File: src/rtl/lc2_pkg.sv
`timescale 1ns / 1ps
// ----------------------------------------------------------------------------
// lc2_pkg
// Shared types, constants and helpers of the lc2 spectrum decoder.
// ----------------------------------------------------------------------------
package lc2_pkg;

    localparam int SAMPLE_W = 32;
    localparam int COUNT_W  = 25;
    localparam int ACC_W    = 34;
    localparam int NEED_W   = ACC_W + 1;

    localparam logic [COUNT_W-1:0] TOTAL_RESET = COUNT_W'(8192);
    localparam logic [5:0]         EXT_BASE    = 6'd59;
    localparam logic [7:0]         CLASS_COUNT = 8'h80;
    localparam logic [7:0]         CLASS_PAIR  = 8'h40;
    localparam logic [7:0]         COUNT_MASK  = 8'h3f;
    localparam logic [ACC_W-1:0]   RUN_OFFSET  = ACC_W'(3);

    localparam int CMD_DEPTH = 2;
    localparam int CMD_PTR_W = 1;
    localparam int CMD_CNT_W = 2;

    typedef logic signed [SAMPLE_W-1:0] t_sample;
    typedef logic [COUNT_W-1:0]         t_count;

    typedef struct packed {
        logic [7:0] code_byte;
        logic       start_flag;
    } t_in_item;

    typedef struct packed {
        t_sample sample_value;
        t_count  repeat_count;
        logic    group_end;
        logic    spectrum_done;
        logic    decode_error;
    } t_out_item;

    typedef enum logic [3:0] {
        PH_IDLE   = 4'b0001,
        PH_DECODE = 4'b0010,
        PH_EXT    = 4'b0100,
        PH_ERROR  = 4'b1000
    } t_phase;

    typedef enum logic [2:0] {
        K_GRP3  = 3'd0,
        K_GRP2  = 3'd1,
        K_DELTA = 3'd2,
        K_RUN   = 3'd3,
        K_ERR   = 3'd4
    } t_kind;

    // one classified byte waiting for the result sequencer
    typedef struct packed {
        t_kind   kind;
        t_sample base;
        t_sample delta;
        t_count  run_cnt;
        logic    done;
    } t_cmd;

    function automatic t_sample zigzag(input logic [ACC_W-1:0] k);
        logic [ACC_W-2:0] h;
        h = k[ACC_W-1:1];
        return k[0] ? ~t_sample'(SAMPLE_W'(h)) : t_sample'(SAMPLE_W'(h));
    endfunction

endpackage

File: src/rtl/lc2_spectrum_decoder.sv
`timescale 1ns / 1ps
// ----------------------------------------------------------------------------
// lc2_spectrum_decoder
// Byte-serial decoder for one lc2-compressed spectrum.
// ----------------------------------------------------------------------------
// A code byte is accepted in any cycle in which the two-entry command queue
// has room; the classifier updates the running value and the sample count
// in that same cycle. Each byte then yields result items: group bytes three
// or two, a delta header one, a run header two, an overrun one, and
// extension bytes that complete no header none. The result port, one item
// per cycle unless the output stalls, sets the sustained rate; results pass
// through the command queue and then the output register. Configuration
// writes are always taken and must only be issued while the block is idle.
module lc2_spectrum_decoder
    import lc2_pkg::*;
(
    input  logic      i_clk,
    input  logic      i_rst_n,
    input  logic      i_in_valid,
    output logic      o_in_ready,
    input  t_in_item  i_in_data,
    output logic      o_out_valid,
    input  logic      i_out_ready,
    output t_out_item o_out_data,
    input  logic      i_cfg_valid,
    output logic      o_cfg_ready,
    input  t_count    i_cfg_data
);

    logic in_accept;
    logic fifo_push;
    logic fifo_pop;
    logic fifo_full;
    logic fifo_empty;
    t_cmd push_cmd;
    t_cmd head_cmd;

    assign o_in_ready  = !fifo_full;
    assign o_cfg_ready = 1'b1;
    assign in_accept   = i_in_valid && o_in_ready;

    lc2_front u_front (
        .i_clk      (i_clk),
        .i_rst_n    (i_rst_n),
        .i_cfg_valid(i_cfg_valid),
        .i_cfg_data (i_cfg_data),
        .i_accept   (in_accept),
        .i_item     (i_in_data),
        .o_push     (fifo_push),
        .o_cmd      (push_cmd)
    );

    lc2_cmd_fifo u_fifo (
        .i_clk  (i_clk),
        .i_rst_n(i_rst_n),
        .i_push (fifo_push),
        .i_data (push_cmd),
        .o_full (fifo_full),
        .i_pop  (fifo_pop),
        .o_data (head_cmd),
        .o_empty(fifo_empty)
    );

    lc2_back u_back (
        .i_clk      (i_clk),
        .i_rst_n    (i_rst_n),
        .i_empty    (fifo_empty),
        .i_cmd      (head_cmd),
        .o_pop      (fifo_pop),
        .o_out_valid(o_out_valid),
        .i_out_ready(i_out_ready),
        .o_out_data (o_out_data)
    );

`ifndef SYNTH
    a_err_item: assert property (@(posedge i_clk) disable iff (!i_rst_n)
        o_out_valid && o_out_data.decode_error |->
            o_out_data.sample_value == '0 && o_out_data.repeat_count == '0
            && o_out_data.group_end && !o_out_data.spectrum_done)
        else $error("error item malformed");

    a_count_nonzero: assert property (@(posedge i_clk) disable iff (!i_rst_n)
        o_out_valid && !o_out_data.decode_error |-> o_out_data.repeat_count != '0)
        else $error("zero repeat count on a sample item");

    a_done_ends_group: assert property (@(posedge i_clk) disable iff (!i_rst_n)
        o_out_valid && o_out_data.spectrum_done |-> o_out_data.group_end)
        else $error("spectrum done off the group end");

    a_pop_nonempty: assert property (@(posedge i_clk) disable iff (!i_rst_n)
        fifo_pop |-> !fifo_empty)
        else $error("command queue underflow");

    a_push_room: assert property (@(posedge i_clk) disable iff (!i_rst_n)
        fifo_push |-> !fifo_full)
        else $error("command queue overflow");
`endif

endmodule

File: src/rtl/lc2_front.sv
`timescale 1ns / 1ps
// ----------------------------------------------------------------------------
// lc2_front
// Accepts code bytes, tracks decoder state and classifies each byte into a
// command for the result sequencer.
// ----------------------------------------------------------------------------
module lc2_front
    import lc2_pkg::*;
(
    input  logic         i_clk,
    input  logic         i_rst_n,
    input  logic         i_cfg_valid,
    input  t_count       i_cfg_data,
    input  logic         i_accept,
    input  t_in_item     i_item,
    output logic         o_push,
    output t_cmd         o_cmd
);

    t_count             r_total;
    t_sample            r_last,     n_last;
    t_count             r_left,     n_left;
    logic [2:0]         r_ext_left, n_ext_left;
    logic [1:0]         r_ext_idx,  n_ext_idx;
    logic [ACC_W-1:0]   r_acc,      n_acc;
    logic               r_run,      n_run;
    t_phase             r_phase,    n_phase;

    t_sample            e_last;
    t_count             e_left;
    t_phase             e_phase;
    logic [7:0]         code;
    logic [ACC_W-1:0]   ext_add;
    logic [ACC_W-1:0]   acc_sum;
    logic [ACC_W-1:0]   cnt_n;
    logic               do_count;
    logic               cnt_run;
    logic               do_group;
    logic               emit;
    t_kind              kind;
    logic [NEED_W-1:0]  need;
    t_sample            addend;
    t_sample            delta;
    t_count             run_cnt;
    t_count             left_after;

    assign code    = i_item.code_byte;
    assign e_last  = i_item.start_flag ? '0 : r_last;
    assign e_left  = i_item.start_flag ? r_total : r_left;
    assign e_phase = i_item.start_flag ? PH_DECODE : r_phase;

    assign ext_add = ACC_W'({1'b0, code} + 9'd1) << {r_ext_idx, 3'b000};
    assign acc_sum = r_acc + ext_add;

    always_comb begin
        n_last     = r_last;
        n_left     = r_left;
        n_ext_left = r_ext_left;
        n_ext_idx  = r_ext_idx;
        n_acc      = r_acc;
        n_run      = r_run;
        n_phase    = r_phase;
        do_count   = 1'b0;
        do_group   = 1'b0;
        cnt_n      = ACC_W'(code & COUNT_MASK);
        cnt_run    = code[6];
        o_push     = 1'b0;

        if (i_accept) begin
            if (i_item.start_flag) begin
                n_last     = '0;
                n_left     = r_total;
                n_ext_left = '0;
                n_ext_idx  = '0;
                n_acc      = '0;
                n_run      = 1'b0;
                n_phase    = PH_DECODE;
            end
            case (e_phase)
                PH_EXT: begin
                    n_acc      = acc_sum;
                    n_ext_idx  = r_ext_idx + 2'd1;
                    n_ext_left = r_ext_left - 3'd1;
                    cnt_n      = acc_sum;
                    cnt_run    = r_run;
                    if (r_ext_left == 3'd1) begin
                        n_phase  = PH_DECODE;
                        do_count = 1'b1;
                    end
                end
                PH_DECODE: begin
                    if ((code & CLASS_COUNT) != '0) begin
                        n_run = code[6];
                        if (code[5:0] > EXT_BASE) begin
                            n_ext_left = 3'(code[5:0] - EXT_BASE);
                            n_ext_idx  = '0;
                            n_acc      = ACC_W'(EXT_BASE);
                            n_phase    = PH_EXT;
                        end else begin
                            do_count = 1'b1;
                        end
                    end else begin
                        do_group = 1'b1;
                    end
                end
                default: begin
                end
            endcase
        end

        // classify what the byte emits and how many samples it needs
        emit    = do_count | do_group;
        kind    = K_DELTA;
        need    = NEED_W'(1);
        addend  = '0;
        delta   = '0;
        run_cnt = COUNT_W'(1);
        if (do_group) begin
            delta = t_sample'(SAMPLE_W'(code[5:0]));
            if ((code & CLASS_PAIR) != '0) begin
                kind   = K_GRP2;
                need   = NEED_W'(2);
                addend = zigzag(ACC_W'(code[5:3]));
            end else begin
                kind   = K_GRP3;
                need   = NEED_W'(3);
                addend = zigzag(ACC_W'(code[5:4]));
            end
        end else if (cnt_run) begin
            kind    = K_RUN;
            need    = NEED_W'(cnt_n >> 1) + NEED_W'(4);
            delta   = t_sample'(SAMPLE_W'(cnt_n[0]));
            run_cnt = COUNT_W'((cnt_n >> 1) + RUN_OFFSET);
        end else begin
            addend = zigzag(cnt_n);
            delta  = addend;
        end

        left_after = e_left - COUNT_W'(need);

        o_cmd.kind    = kind;
        o_cmd.base    = e_last;
        o_cmd.delta   = delta;
        o_cmd.run_cnt = run_cnt;
        o_cmd.done    = (left_after == '0);

        if (emit) begin
            o_push = 1'b1;
            if (need > NEED_W'(e_left)) begin
                o_cmd.kind = K_ERR;
                o_cmd.done = 1'b0;
                n_phase    = PH_ERROR;
            end else begin
                n_left = left_after;
                n_last = e_last + addend;
                if (left_after == '0) begin
                    n_phase = PH_IDLE;
                end
            end
        end
    end

    always_ff @(posedge i_clk) begin
        if (!i_rst_n) begin
            r_total    <= TOTAL_RESET;
            r_last     <= '0;
            r_left     <= '0;
            r_ext_left <= '0;
            r_ext_idx  <= '0;
            r_acc      <= '0;
            r_run      <= 1'b0;
            r_phase    <= PH_IDLE;
        end else begin
            if (i_cfg_valid) begin
                r_total <= i_cfg_data;
            end
            r_last     <= n_last;
            r_left     <= n_left;
            r_ext_left <= n_ext_left;
            r_ext_idx  <= n_ext_idx;
            r_acc      <= n_acc;
            r_run      <= n_run;
            r_phase    <= n_phase;
        end
    end

endmodule

File: src/rtl/lc2_cmd_fifo.sv
`timescale 1ns / 1ps
// ----------------------------------------------------------------------------
// lc2_cmd_fifo
// Short command queue between the byte classifier and the result sequencer.
// ----------------------------------------------------------------------------
module lc2_cmd_fifo
    import lc2_pkg::*;
(
    input  logic i_clk,
    input  logic i_rst_n,
    input  logic i_push,
    input  t_cmd i_data,
    output logic o_full,
    input  logic i_pop,
    output t_cmd o_data,
    output logic o_empty
);

    t_cmd                 r_mem [CMD_DEPTH];
    logic [CMD_PTR_W-1:0] r_wr_ptr;
    logic [CMD_PTR_W-1:0] r_rd_ptr;
    logic [CMD_CNT_W-1:0] r_cnt;

    assign o_full  = (r_cnt == CMD_CNT_W'(CMD_DEPTH));
    assign o_empty = (r_cnt == '0);
    assign o_data  = r_mem[r_rd_ptr];

    always_ff @(posedge i_clk) begin
        if (i_push) begin
            r_mem[r_wr_ptr] <= i_data;
        end
    end

    always_ff @(posedge i_clk) begin
        if (!i_rst_n) begin
            r_wr_ptr <= '0;
            r_rd_ptr <= '0;
            r_cnt    <= '0;
        end else begin
            if (i_push) begin
                r_wr_ptr <= r_wr_ptr + 1'b1;
            end
            if (i_pop) begin
                r_rd_ptr <= r_rd_ptr + 1'b1;
            end
            case ({i_push, i_pop})
                2'b10:   r_cnt <= r_cnt + 2'd1;
                2'b01:   r_cnt <= r_cnt - 2'd1;
                default: r_cnt <= r_cnt;
            endcase
        end
    end

endmodule

File: src/rtl/lc2_back.sv
`timescale 1ns / 1ps
// ----------------------------------------------------------------------------
// lc2_back
// Result sequencer: expands one command into its result items, one per
// cycle unless the output stalls, into the output register.
// ----------------------------------------------------------------------------
module lc2_back
    import lc2_pkg::*;
(
    input  logic      i_clk,
    input  logic      i_rst_n,
    input  logic      i_empty,
    input  t_cmd      i_cmd,
    output logic      o_pop,
    output logic      o_out_valid,
    input  logic      i_out_ready,
    output t_out_item o_out_data
);

    logic [1:0] r_idx;
    logic [1:0] last_idx;
    logic       r_valid;
    t_out_item  r_data;
    t_out_item  item;
    t_sample    addend;
    logic       take;
    logic       is_last;

    always_comb begin
        case (i_cmd.kind)
            K_GRP3:  last_idx = 2'd2;
            K_GRP2:  last_idx = 2'd1;
            K_RUN:   last_idx = 2'd1;
            default: last_idx = 2'd0;
        endcase
    end

    assign is_last = (r_idx == last_idx);
    assign take    = !i_empty && (!r_valid || i_out_ready);
    assign o_pop   = take && is_last;

    always_comb begin
        addend = '0;
        case (i_cmd.kind)
            K_GRP3: begin
                case (r_idx)
                    2'd0:    addend = zigzag(ACC_W'(i_cmd.delta[1:0]));
                    2'd1:    addend = zigzag(ACC_W'(i_cmd.delta[3:2]));
                    default: addend = zigzag(ACC_W'(i_cmd.delta[5:4]));
                endcase
            end
            K_GRP2: begin
                if (r_idx == 2'd0) begin
                    addend = zigzag(ACC_W'(i_cmd.delta[2:0]));
                end else begin
                    addend = zigzag(ACC_W'(i_cmd.delta[5:3]));
                end
            end
            K_DELTA: addend = i_cmd.delta;
            K_RUN:   addend = (r_idx == 2'd0) ? i_cmd.delta : '0;
            default: addend = '0;
        endcase

        item.sample_value  = i_cmd.base + addend;
        item.repeat_count  = COUNT_W'(1);
        item.group_end     = is_last;
        item.spectrum_done = is_last && i_cmd.done;
        item.decode_error  = 1'b0;
        if (i_cmd.kind == K_RUN && r_idx != 2'd0) begin
            item.repeat_count = i_cmd.run_cnt;
        end
        if (i_cmd.kind == K_ERR) begin
            item.sample_value  = '0;
            item.repeat_count  = '0;
            item.group_end     = 1'b1;
            item.spectrum_done = 1'b0;
            item.decode_error  = 1'b1;
        end
    end

    always_ff @(posedge i_clk) begin
        if (take) begin
            r_data <= item;
        end
    end

    always_ff @(posedge i_clk) begin
        if (!i_rst_n) begin
            r_idx   <= '0;
            r_valid <= 1'b0;
        end else begin
            if (take) begin
                r_valid <= 1'b1;
                r_idx   <= is_last ? 2'd0 : r_idx + 2'd1;
            end else if (i_out_ready) begin
                r_valid <= 1'b0;
            end
        end
    end

    assign o_out_valid = r_valid;
    assign o_out_data  = r_data;

endmodule
File: config.mk
export PLATFORM = sky130hd
export DESIGN_NAME = lc2_spectrum_decoder
export DESIGN_NICKNAME = d
export VERILOG_FILES = /design/src/rtl/lc2_pkg.sv /design/src/rtl/lc2_spectrum_decoder.sv /design/src/rtl/lc2_front.sv /design/src/rtl/lc2_cmd_fifo.sv /design/src/rtl/lc2_back.sv
export SDC_FILE = /design/constraint.sdc
export NUM_CORES = 1
export LEC_CHECK = 0
export BUFFER_PORTS_ARGS = -buffer_cell sky130_fd_sc_hd__buf_2
export CAP_MARGIN = 25
export CELL_PAD_IN_SITES_DETAIL_PLACEMENT = 1
export CELL_PAD_IN_SITES_GLOBAL_PLACEMENT = 2
export CORE_UTILIZATION = 43
export CTS_CLUSTER_SIZE = 14
export DETAILED_ROUTE_END_ITERATION = 16
export PLACE_DENSITY_LB_ADDON = 0.1
export SYNTH_ARGS = -nofsm -noshare
export SYNTH_HDL_FRONTEND = slang
export SYNTH_SLANG_ARGS = --single-unit
File: constraint.sdc
create_clock -name i_clk -period 20.6 [get_ports i_clk]
set_clock_uncertainty 0.15 [all_clocks]
set_input_delay 1.03 -clock i_clk [delete_from_list [all_inputs] [get_ports i_clk]]
set_output_delay 1.03 -clock i_clk [all_outputs]
set_load 0.03 [all_outputs]
==> run metrics <==
outcome finished, final reports clean; DP Wirelength slightly above 60,000 microns; sequential share of the synthesized area 40.99%; Final setup violation count 0; fillers 6,502; multiplexer area fraction after synthesis around 7.1%; fmax 0.1041 GHz; footprint of the multi-input gates 0.01364 sq mm; nets@finish 2,894; Synth Instances around 2,700; worst slack at placement around 10 ns; GRT overflow 0; WL/cell about 23 microns; vias in the first global route 20,190; initial antenna violation count 2; Final WS setup 11.00 ns; Rel. slew slack 27.09%; Hold Crit Start u_front.r_last[9]$_SDFF_PN0_; post-CTS setup buffers 0; H-tree depth 2; post-synthesis async set-or-reset flop share 0%; CP endpoint kind flip-flop; CTS Sinks 380; setup TNS 0 ns; Port Buf Inserts 100; Setup crit start kind primary input; clock period minus worst slack 9.605 ns; reg-to-reg startpoint u_front.r_ext_idx[0]$_SDFFE_PN0P_; Clock transition at path regs 0.06 ns; Post-Place Cell Area 0.02575 sq mm; met1 usage 37.03%; synth warn 0; Resized Gates After CTS 0; die height 241.0 microns; synthesized area 0.02457 sq mm; final instance area about 0.027 sq mm; main flop type after synthesis edfxtp_1; share of cells above drive strength 1 10.39%; main combinational cell family by area after synthesis simple AND/OR/NAND/NOR gates; Vias per Instance 5.772; Final Max Tran Viols 0; buffers and inverters on the worst path 6; first-pass GRT wire length roughly 120,000 microns; Post-Synth Simple-Gate Area 17.13%; met2 Track Usage GR 46.99%; crit-path max cell delay 0.59 ns; GRT Util Overall between 20% and 30%; 1st-iter DRT viols between 1,000 and 1,500; vias 20,140; GPL Wtd Cong 0.9394; largest net degree at the start of global routing 68; Area Overhead vs Synth 11.20%; later-pin clock latency in the skew report 0.59 ns; CTS Buf Count 44; Post-synth EDFFs 246; Tcrit/Tclk final around 47%; clk buf depth 3; Residual DRC 0; Power Dens Cells roughly 110 mW/mm^2; Adder-Cell Fraction of Synth Area 8.170%; Routed Antenna Nets 0; maximum vdd drop 0.00008024 V; FP Rows 87; I/O Pins 102; Required @ worst endpoint around 21 ns; Initial Util 43.57%; core area 0.05639 sq mm; Fin. Hold Viols 0; Crit. Startpoint i_in_data[1]; library cells used by synthesis 88; flops & latches, synth 380; Setup Crit Path Kind primary input to flip-flop; Worst path slowest cell xnor2_1; Die Area 0.05809 sq mm; HP Class flip-flop to flip-flop; leak pwr 11.04 nW; CTS tree yes; XOR/XNOR share of the synthesized area roughly 6.6%; Syn Nets approximately 2,900; Final Util 48.45%; CP Data Arrival Time between 9 and 10 ns; compound-gate portion of the synthesized area 16.30%; Pre-antenna DRT Iters 7; Sequential cell area around 0.010 sq mm; Worst-Margin Slew 1.087 ns; Routed WL 80,330 microns; GR peak layer met2; syn_area_per_cell 9.242 sq um; RSZ-0062 raised after global routing false; Die W 241.0 microns; hold buffers post-CTS 0; CTS root buffer clkbuf_16; crit-path leading delay family simple AND/OR/NAND/NOR gates; max_cap viols 0; GRT met3 Usage 3.248%; CP Max Fanout 59; CP most frequent cell nand2_1
==> tightest hold or removal path: stages, from the launching register on <==
cell,delay (ns)
dfxtp_1,0.31
nand2_1,0.05
o21ai_1,0.05
==> path summary, 6_finish.rpt <==
kind                                    to  slack (ns)  depth (start not counted)
max          u_front.r_left[11]$_SDFF_PN0_       11.00                         37
min           u_front.r_last[9]$_SDFF_PN0_        0.30                          2
max reg2reg  u_front.r_left[11]$_SDFF_PN0_       11.45                         36
min reg2reg   u_front.r_last[9]$_SDFF_PN0_        0.30                          2
==> logic make-up after synthesis <==
group,after synthesis
xor+xnor,184
other cells,1
simple gates,900
compound gates,632
flops,380
fa+ha+maj,158
buf+inv,235
mux,168
==> layer usage <==
layer | wire, microns | share of wire [%]
met5 | 8 | 0.010
met4 | 1766 | 2.2
met3 | 2937 | 3.7
met2 | 38620 | 48
met1 | 36990 | 46
==> state kept, by name, indices dropped and copies added (netlist names), named ones only <==
| signal | flops |
|---|---|
| u_front.r_ext_left | 3 |
| u_fifo.r_cnt | 2 |
| u_front.r_acc | 34 |
| u_front.r_run | 1 |
| u_front.r_ext_idx | 2 |
| u_front.r_total | 25 |
| u_back.o_out_valid | 1 |
| u_fifo.r_wr_ptr | 1 |
| u_back.r_idx | 2 |
| u_front.r_phase | 4 |
| u_front.r_last | 32 |
| u_fifo.r_mem | 186 |
| u_front.r_left | 25 |
| u_fifo.r_rd_ptr | 1 |
| u_back.o_out_data | 60 |
==> area by class of cell <==
| cell class | count | area share (%) |
|---|---|---|
| sequential | 380 | 36.88 |
| timing repair buffer | 130 | 2.647 |
| tap | 756 | 3.463 |
| multi-input combinational | 2043 | 49.94 |
| inverter | 98 | 1.347 |
| clock buffer | 58 | 4.447 |
| antenna | 1 | 0.009160 |
| clock inverter | 24 | 1.273 |
==> layout by cell type (no fill, tap or decap), drive strengths merged, types with 8 or more instances in the layout <==
master,netlist,routed
xor2,91,91
and2,21,21
mux2i,125,125
o21a,25,25
o21ai,151,151
buf,20,129
a2111oi,8,8
or3,15,15
or2,14,14
inv,98,102
and3,21,21
a211oi,23,23
clkbuf,117,59
nand4,28,28
nand2b,25,25
edfxtp,246,246
nor4,17,17
a21o,59,59
o31ai,8,8
a31oi,11,11
ha,154,154
a21oi,222,222
o211ai,13,13
a211o,24,24
dfxtp,134,134
nor2,310,310
nor2b,72,72
mux2,42,42
nor3,46,46
o21bai,17,17
nand3,66,66
nand2,233,233
clkinv,0,9
xnor2,93,93
==> synth_stat cells (7+ instances only) <==
library cell  instances  share of area, %
dfxtp_1             134                11
nand2_1             233               3.6
nand3_1              66               1.3
o211ai_1             12              0.37
xnor2_1              93               3.3
o21ai_1              11              0.22
a21o_1               59               1.8
and2_1               20              0.51
or2_2                14              0.36
or3_1                15              0.38
a31oi_1              11              0.28
nor2_1              310               4.7
nand4_1              28              0.71
nand3b_1              7              0.21
buf_2                14              0.29
a21oi_1             221               4.5
xor2_1               91               3.2
clkbuf_1            117               1.8
nor3_1               45              0.92
nor2b_1              72               1.8
mux2_2               37               1.7
o21ai_0             139               2.8
a211o_1              24              0.86
o31ai_1               7              0.21
mux2i_1             125               5.1
edfxtp_1            246                30
nand2b_1             25              0.64
o21a_1               25              0.76
ha_1                154               7.8
o22ai_1               7              0.18
a211oi_1             20              0.61
inv_1                98               1.5
o21bai_1             17              0.52
and3_1               21              0.53
nor4_1               17              0.43
==> stage by stage <==
step	std cells	hold slack, ns	power, mW
2_1_floorplan	2658	0.2738	1.950
3_3_place_gp	3406	0.2817	2.241
3_5_place_dp	3406	0.2928	2.273
4_1_cts	3488	0.2992	3.135
5_1_grt	3489	0.3219	3.284
6_report	3490	0.2987	3.109
==> power by group <==
group / switching (mW) / leakage [nW] / internal, mW
logic: 0.775 / 6.87 / 0.442
registers: 0.0547 / 3.42 / 0.985
clock network: 0.342 / 0.757 / 0.509
total: 1.17 / 11.0 / 1.94
Power figures use the tool's default switching activity.
